File: config.mk
export PLATFORM = sky130hd
export DESIGN_NAME = mfek_ctrl
export DESIGN_NICKNAME = d
export VERILOG_FILES = /design/src/rtl/core/mfek_pkg.sv /design/src/rtl/core/mfek_ctrl.sv
export SDC_FILE = /design/constraint.sdc
export NUM_CORES = 1
export LEC_CHECK = 0
export ABC_AREA = 1
export ABC_CLOCK_PERIOD_IN_PS = 1500
export BUFFER_PORTS_ARGS = -buffer_cell sky130_fd_sc_hd__buf_2
export CORE_UTILIZATION = 33
export CTS_CLUSTER_DIAMETER = 50
export DETAILED_ROUTE_END_ITERATION = 8
export HOLD_SLACK_MARGIN = 0.12
export SKIP_CTS_REPAIR_TIMING = 1
export SLEW_MARGIN = 20
export SYNTH_ARGS = -nofsm -noshare
export SYNTH_HDL_FRONTEND = slang
export SYNTH_SLANG_ARGS = --single-unit
File: constraint.sdc
create_clock -name clk -period 1.5 [get_ports clk]
set_input_delay 0.075 -clock clk [delete_from_list [all_inputs] [get_ports clk]]
set_output_delay 0.075 -clock clk [all_outputs]
set_load 0.02 [all_outputs]
File: src/rtl/core/mfek_pkg.sv
// shared types and constants for the edmonds-karp max flow core
// no dependencies
`default_nettype none
package mfek_pkg;

  localparam logic [1:0] CMD_CLEAR   = 2'd0;
  localparam logic [1:0] CMD_ADD     = 2'd1;
  localparam logic [1:0] CMD_RUN     = 2'd2;
  localparam logic [1:0] CMD_IGNORED = 2'd3;

  localparam logic [1:0] REG_NODE_COUNT = 2'd0;
  localparam logic [1:0] REG_SOURCE     = 2'd1;
  localparam logic [1:0] REG_SINK       = 2'd2;

  localparam logic [6:0] NODE_COUNT_RST = 7'd64;
  localparam logic [5:0] SOURCE_RST     = 6'd0;
  localparam logic [5:0] SINK_RST       = 6'd63;

  localparam int CFG_DATA_W = 7;

  typedef struct packed {
    logic [1:0]  command;
    logic [5:0]  node_a;
    logic [5:0]  node_b;
    logic [15:0] capacity;
  } item_t;

  typedef struct packed {
    logic [31:0] flow_total;
    logic        flow_saturated;
  } result_t;

  typedef enum logic [4:0] {
    OP_NONE,
    OP_LOAD,
    OP_CLR,
    OP_ADD_RD,
    OP_ADD_WR1,
    OP_ADD_WR2,
    OP_BFS_INIT,
    OP_DEQ,
    OP_SCAN_START,
    OP_SCAN,
    OP_W1_INIT,
    OP_W2_INIT,
    OP_PAR,
    OP_FWD,
    OP_W1_CMP,
    OP_W2_SUB,
    OP_W2_ADD,
    OP_ACC
  } dp_op_t;

  typedef struct packed {
    logic clr_last;
    logic edge_ok;
    logic self_loop;
    logic run_ok;
    logic q_empty;
    logic found;
    logic scan_done;
    logic walk_end;
    logic bott_zero;
  } dp_status_t;

endpackage
`default_nettype wire

File: src/rtl/core/mfek_ctrl.sv
// controller: sequences clear, edge load, bfs, path walks and result beat
// depends on mfek_pkg
`default_nettype none
module mfek_ctrl (
  input  wire logic                 clk,
  input  wire logic                 rst,
  input  wire logic                 start,
  input  wire logic [1:0]           command,
  input  wire mfek_pkg::dp_status_t status,
  output mfek_pkg::dp_op_t          op,
  output logic                      busy,
  output logic                      done
);

  typedef enum logic [4:0] {
    S_CLR,
    S_IDLE,
    S_ADD_RD,
    S_ADD_WR1,
    S_ADD_WR2,
    S_RUN_CHK,
    S_BFS_INIT,
    S_DEQ,
    S_SCAN_START,
    S_SCAN,
    S_W1_INIT,
    S_W1_PAR,
    S_W1_FWD,
    S_W1_CMP,
    S_W2_INIT,
    S_W2_PAR,
    S_W2_FWD,
    S_W2_SUB,
    S_W2_ADD,
    S_ACC
  } state_t;

  state_t state;
  state_t state_next;
  logic   fin;

  assign busy = state != S_IDLE;

  always_comb begin
    op         = mfek_pkg::OP_NONE;
    state_next = state;
    fin        = 1'b0;
    unique case (state)
      S_CLR: begin
        op = mfek_pkg::OP_CLR;
        if (status.clr_last) state_next = S_IDLE;
      end
      S_IDLE: begin
        if (start) begin
          op = mfek_pkg::OP_LOAD;
          unique case (command)
            mfek_pkg::CMD_CLEAR: state_next = S_CLR;
            mfek_pkg::CMD_ADD:   state_next = S_ADD_RD;
            mfek_pkg::CMD_RUN:   state_next = S_RUN_CHK;
            default:             state_next = S_IDLE;
          endcase
        end
      end
      S_ADD_RD: begin
        if (status.edge_ok) begin
          op         = mfek_pkg::OP_ADD_RD;
          state_next = S_ADD_WR1;
        end else begin
          state_next = S_IDLE;
        end
      end
      S_ADD_WR1: begin
        op         = mfek_pkg::OP_ADD_WR1;
        state_next = status.self_loop ? S_IDLE : S_ADD_WR2;
      end
      S_ADD_WR2: begin
        op         = mfek_pkg::OP_ADD_WR2;
        state_next = S_IDLE;
      end
      S_RUN_CHK: begin
        if (status.run_ok) begin
          state_next = S_BFS_INIT;
        end else begin
          fin        = 1'b1;
          state_next = S_IDLE;
        end
      end
      S_BFS_INIT: begin
        op         = mfek_pkg::OP_BFS_INIT;
        state_next = S_DEQ;
      end
      S_DEQ: begin
        // empty queue means no augmenting path is left
        if (status.q_empty) begin
          fin        = 1'b1;
          state_next = S_IDLE;
        end else begin
          op         = mfek_pkg::OP_DEQ;
          state_next = S_SCAN_START;
        end
      end
      S_SCAN_START: begin
        op         = mfek_pkg::OP_SCAN_START;
        state_next = S_SCAN;
      end
      S_SCAN: begin
        op = mfek_pkg::OP_SCAN;
        if (status.found) begin
          state_next = S_W1_INIT;
        end else if (status.scan_done) begin
          state_next = S_DEQ;
        end
      end
      S_W1_INIT: begin
        op         = mfek_pkg::OP_W1_INIT;
        state_next = S_W1_PAR;
      end
      S_W1_PAR: begin
        if (status.walk_end) begin
          state_next = S_W2_INIT;
        end else begin
          op         = mfek_pkg::OP_PAR;
          state_next = S_W1_FWD;
        end
      end
      S_W1_FWD: begin
        op         = mfek_pkg::OP_FWD;
        state_next = S_W1_CMP;
      end
      S_W1_CMP: begin
        op         = mfek_pkg::OP_W1_CMP;
        state_next = S_W1_PAR;
      end
      S_W2_INIT: begin
        op         = mfek_pkg::OP_W2_INIT;
        state_next = S_W2_PAR;
      end
      S_W2_PAR: begin
        if (status.walk_end) begin
          state_next = S_ACC;
        end else begin
          op         = mfek_pkg::OP_PAR;
          state_next = S_W2_FWD;
        end
      end
      S_W2_FWD: begin
        op         = mfek_pkg::OP_FWD;
        state_next = S_W2_SUB;
      end
      S_W2_SUB: begin
        op         = mfek_pkg::OP_W2_SUB;
        state_next = S_W2_ADD;
      end
      S_W2_ADD: begin
        op         = mfek_pkg::OP_W2_ADD;
        state_next = S_W2_PAR;
      end
      S_ACC: begin
        op = mfek_pkg::OP_ACC;
        if (status.bott_zero) begin
          fin        = 1'b1;
          state_next = S_IDLE;
        end else begin
          state_next = S_BFS_INIT;
        end
      end
    endcase
  end

  always_ff @(posedge clk) begin
    if (rst) begin
      state <= S_CLR;
      done  <= 1'b0;
    end else begin
      state <= state_next;
      done  <= fin;
    end
  end

endmodule
`default_nettype wire

==> results.toml, run 1 <==
[logic_synthesis]
synthXorXnorAreaFrac_pct = 0
synth-compound-area-share_pct = 3.28
yosys.area.top_type = "nand2_1"
seq_area_frac_synth_pct = 14.3
synth_cells = 159
ys_top_cells_by_area = "nand2_1 18%, nor2_1 18%, dfxtp_1 14%"
syn_nets = 173
muxShareOfSynthArea_pct = 0
yosys.area_share.adder_pct = 0
synth_cell_types = 21
syn_area_per_cell_sq_um = 5.27
synth-seq-cells = 6
synth_top_area_share_pct = 18.4
yosys.area_share.simple_pct = 70.3
syn_area_sq_um = 838
yosys_warnings = 0
synth_top_family_by_area = "simple AND/OR/NAND/NOR gates"

[detailed_routing]
firstDrtPassIters = 4
drt_iter0_markers = 60
drc = 0
avgViaCountPerCell = 5.22
met2_wirelength_um = 1400
dr_total_vias = 1179
top_layer_used = "met4"
m1WireLength_um = 1180
wl_met3_um = 284
wl_um = 2890
wire_per_inst_um = 12.8
ant_nets = 0

[power_and_ir_drop]
sequentialPowerShare_pct = 34.4
netSwitchingPower_w = 0.000179
power_density_mw_per_mm2 = 413
power.leakage_nw = 0.667
switching_share_pct = 35.6
internal-power_w = 0.000325
pwr-share-clk_pct = 30.2
combPwrFrac_pct = 35.4
power_w = 0.000504
peakVddDrop_mv = 0.427

[timing]
finalCriticalPeriod_ps = 1590
setup_tns_ps = -294
maxSlewViolCount = 0
setup_violations = 4
timing.slew.headroom_pct = 74.5
skew_ps = 2.48
fin_crit_sh_pct = 106
rsz0062_at_grt = "true"
finalHoldViolCount = 0
fmax_ghz = 0.630
setup_ws_ps = -86.9
tightestPinTransition_ps = 379

[placed_design]
dp_hpwl_um = 2170
port_buffers = 20
dpl.cell_count = 214
gp_congestion = 0.932

[critical_path]
worstPathRequired_ps = 1420
worst-r2r-cell-count = 12
path_class = "register to primary output"
crit_end = "op[2]"
critPathLaunchType = "register"
regToRegSetupSlack_ps = 10
r2r_start = "state[3]"
r2r-end = "state[0]"
worstSetupEndpointType = "primary output"
crit_start = "state[4]"
crit_arrival_ps = 1510
path_max_fanout = 7

[layout]
fillers = 234
drive_above_1_share_pct = 40.4
layout_commonest_cell = "nor2_1"
final_nets = 214
final_cell_mix = "36 x nor2_1, 34 x nand2_1, 19 x buf_4"
finalNonFillerCells = 226
syn2layout_area_growth_pct = 45.7
antenna_cells = 0

[die]
start_util_pct = 36.5
die_x_um = 52.4
die_area_sq_mm = 0.00275
die_h_um = 52.4
rows = 17
core_sq_mm = 0.00230
io_pins = 21

[status]
status = "finished, violations left"
violations = "negative setup slack"

[global_route]
overflow = 0
grt_max_degree = 8
grt.total_usage_pct = 20.5
antenna_found_initial = 0
grt_pass1_vias = 983
grt_pass1_wl_um = 4160

[cts]
clkSlewWorstSetupHoldPaths_ps = 50
clk_latency_ps = 250
cts_tree = "yes"
numCtsBuffers = 3
cts_root_buf = "clkbuf_4"
h-tree-depth = 1
cts_sinks = 6
clockBufferDepth = 2

[job]
drv_cap = 0

[min_path]
min_path_type = "input port to register"
registers in the layout, indices dropped and copies added (netlist names):
name   cells
done       1
state      5
power groups by stage:
stage | Sequential [W] | Combinational (W) | Clock [W]
after floorplan | 0.000170 | 0.000103 | 0
after global placement | 0.000175 | 0.000154 | 0
after detailed placement | 0.000175 | 0.000153 | 0
after CTS | 0.000172 | 0.000153 | 0.000152
after global routing | 0.000175 | 0.000194 | 0.000168
final | 0.000173 | 0.000178 | 0.000152
how the worst min path moves through the flow:
stage               cells after the start  startpoint  endpoint
detailed placement                      2         rst  state[1]
CTS                                     2         rst  state[1]
floorplan                               1         rst  state[4]
global placement                        2         rst  state[2]
global route                            4   status[2]  state[3]
finish                                  4   status[2]  state[3]
metrics by stage:
step                util, %  hold WS (ps)  setup WS, ps  instance area [sq um]
floorplan                 -           144           158                    838
global placement       45.0           331         -38.4                   1030
detailed placement     45.0           327         -1.04                   1030
CTS                    46.0          68.6          -191                   1060
global route           53.2           166          -175                   1220
finish                 53.2           149         -86.9                   1220
worst max-delay path, stage by stage, from the launching register on:
cell	delay, ps
dfxtp_2	350
inv_2	80
nand3_1	230
nor2_1	110
nor3_1	200
nand4_1	120
buf_4	170
layer usage:
layer	vias to the layer above	global-route usage [%]
li1	590	-
met1	521	26.7
met2	66	34.2
met3	2	4.64
met4	0	3.95
met5	-	0
area by class of cell:
class / instances / area, sq um / area share (%)
Clock buffer: 3 / 22.5 / 1.84
Inverter: 20 / 77.6 / 6.35
Multi-Input combinational cell: 130 / 679 / 55.6
Sequential cell: 6 / 131 / 10.8
Tap cell: 28 / 35.0 / 2.87
Timing Repair Buffer: 39 / 275 / 22.5
synthesized netlist by cell type:
master,count
nor3_2,1
nor3_1,5
nor4_1,1
nor2_4,4
inv_2,3
inv_1,17
nand2_2,2
nor2_1,40
buf_6,1
buf_4,2
nand3b_1,1
nor2_8,1
o21ai_0,1
nand3_1,18
dfxtp_1,6
nor2_2,4
nand2_1,41
o21ai_1,1
a21oi_1,2
nand4_1,7
a211oi_1,1
kinds of logic after synthesis:
| logic type | after synthesis |
|---|---|
| AOI/OAI and AO/OA | 5 |
| and+or+nand+nor | 125 |
| DFF | 6 |
| buffers and inverters | 23 |
Power figures use the tool's default switching activity.
==> run 2: changes to the inputs <==
--- a/config.mk
+++ b/config.mk
@@ -8,10 +8,12 @@
 export ABC_AREA = 1
 export ABC_CLOCK_PERIOD_IN_PS = 1500
 export BUFFER_PORTS_ARGS = -buffer_cell sky130_fd_sc_hd__buf_2
+export CORE_MARGIN = 4
 export CORE_UTILIZATION = 33
 export CTS_CLUSTER_DIAMETER = 50
 export DETAILED_ROUTE_END_ITERATION = 8
 export HOLD_SLACK_MARGIN = 0.12
+export SETUP_SLACK_MARGIN = 0.02
 export SKIP_CTS_REPAIR_TIMING = 1
 export SLEW_MARGIN = 20
 export SYNTH_ARGS = -nofsm -noshare
==> results.toml, run 2 (same netlist as run 1, synthesis figures left out) <==
[critical_path]
crit_chain = "inv_2 -> nand2_2 -> inv_1 -> buf_4 -> nand2_4 -> nand2_1 -> nor2_1 -> nand4_1 -> buf_4"
worstSetupEndpointType = "primary output"
r2r-end = "state[0]"
slowest_delay_ps = 330
path_class = "register to primary output"
crit_end = "op[1]"
slowest_stage = "dfxtp_2"
critPathLaunchType = "register"
worst-path-stages = 9
crit_top_cell = "buf_4"
path_max_fanout = 6
critical_path.top_delay_family = "simple AND/OR/NAND/NOR gates"
critPathBufInv = 4
crit_arrival_ps = 1510
regToRegSetupSlack_ps = 50
r2r_start = "state[1]"
worstPathRequired_ps = 1420
worst-r2r-cell-count = 9
crit_start = "state[3]"

[detailed_routing]
firstDrtPassIters = 4
wire_per_inst_um = 13.5
wl_um = 3080
dr_total_vias = 1192
ant_nets = 0
avgViaCountPerCell = 5.21
drt_iter0_markers = 48
drc = 0

[global_route]
grt_pass1_vias = 1019
grt.total_usage_pct = 17.0
grt_max_degree = 8
antenna_found_initial = 0
grt_pass1_wl_um = 4510
overflow = 0

[timing]
finalCriticalPeriod_ps = 1590
finalHoldViolCount = 0
setup_violations = 4
rsz0062_at_grt = "true"
skew_ps = 0.887
setup_ws_ps = -85.1
maxSlewViolCount = 0
fmax_ghz = 0.631
fin_crit_sh_pct = 106
tightestPinTransition_ps = 263
hold_slack_ps = 122
timing.slew.headroom_pct = 82.4

[power_and_ir_drop]
power_w = 0.000530
power_density_mw_per_mm2 = 408
switching_share_pct = 36.4
pwr-share-clk_pct = 28.7
power.leakage_nw = 0.715
peakVddDrop_mv = 0.326
netSwitchingPower_w = 0.000193
internal-power_w = 0.000337
sequentialPowerShare_pct = 33.1
combPwrFrac_pct = 38.2

[layout]
final_cell_mix = "34 x nor2_1, 29 x nand2_1, 19 x buf_4"
fillers = 242
ff_latch_area_sq_um = 134
fin_area_sq_mm = 0.00130
finalNonFillerCells = 229
multiInputGateArea_sq_um = 742
drive_above_1_share_pct = 45.7
layout_commonest_cell = "nor2_1"
final_nets = 215
antenna_cells = 0
regMostFlops = "state"
reg_top3 = "state x5, done x1"
syn2layout_area_growth_pct = 54.8
largest_register_ffs = 5

[job]
drv_cap = 0

[cts]
clockBufferDepth = 2
cts_root_buf = "clkbuf_4"
numCtsBuffers = 3
clkSlewWorstSetupHoldPaths_ps = 50
cts_sinks = 6
clk_latency_ps = 240
cts_tree = "yes"
h-tree-depth = 1

[die]
die_h_um = 58.4
io_pins = 21
start_util_pct = 34.1
die_x_um = 58.4
die_area_sq_mm = 0.00341
rows = 18
core_sq_mm = 0.00245

[placed_design]
dp_hpwl_um = 2310
place_ws_ps = 26.7
gp_congestion = 0.964
port_buffers = 20
dpl.cell_count = 218
postPlaceCellArea_sq_mm = 0.00105

[status]
violations = "negative setup slack"
status = "finished, violations left"

[min_path]
min_path_type = "input port to register"
==> run 2: changes by cell type in the layout (fill, tap and decap cells not counted), moves of 2 or more <==
cell	before	now
nand2_4	1	5
nor2_4	6	8
nand3_1	16	14
nand3_2	2	4
nor2_1	36	34
nand2_1	34	29
==> run 2: per-stage QoR <==
stage          TNS, ps  util (%)
2_1_floorplan        0         -
3_3_place_gp     -96.4      42.9
3_5_place_dp         0      42.9
4_1_cts           -777      43.8
5_1_grt           -698      52.9
6_report          -297      52.9
==> run 2: tightest hold or removal path, stage by stage <==
cell and delay (ps):
buf_2 80, nor2_1 50, nor2_1 90, nor2_1 40
==> run 2: how the worst min path moves through the flow <==
stage | start | to | slack [ps] | depth (start not counted)
after floorplan | rst | state[4] | 140 | 1
after global placement | rst | state[2] | 310 | 2
after detailed placement | rst | state[2] | 310 | 2
after CTS | rst | state[2] | 50 | 2
after global routing | status[2] | state[3] | 130 | 4
final | status[2] | state[3] | 120 | 4
==> run 2: cell type report <==
class | instances | area share [%]
Sequential cell | 6 | 10.3
Tap cell | 30 | 2.89
Clock buffer | 3 | 1.74
Timing Repair Buffer | 40 | 22.1
Inverter | 20 | 5.79
Multi-Input combinational cell | 130 | 57.2
==> run 2: layer usage <==
layer  vias to the layer above  GRT usage [%]  wire (um)
li1                        594              -          -
met1                       537           22.1       1290
met2                        53           28.4       1520
met3                         8           1.75        187
met4                         0           6.95         84
met5                         -              0          0
==> run 2: power by group through the flow <==
stage	clock network, W	logic (W)	registers [W]
2_1_floorplan	0	0.000103	0.000170
3_3_place_gp	0	0.000165	0.000177
3_5_place_dp	0	0.000163	0.000176
4_1_cts	0.000157	0.000163	0.000173
5_1_grt	0.000173	0.000220	0.000176
6_report	0.000152	0.000202	0.000175
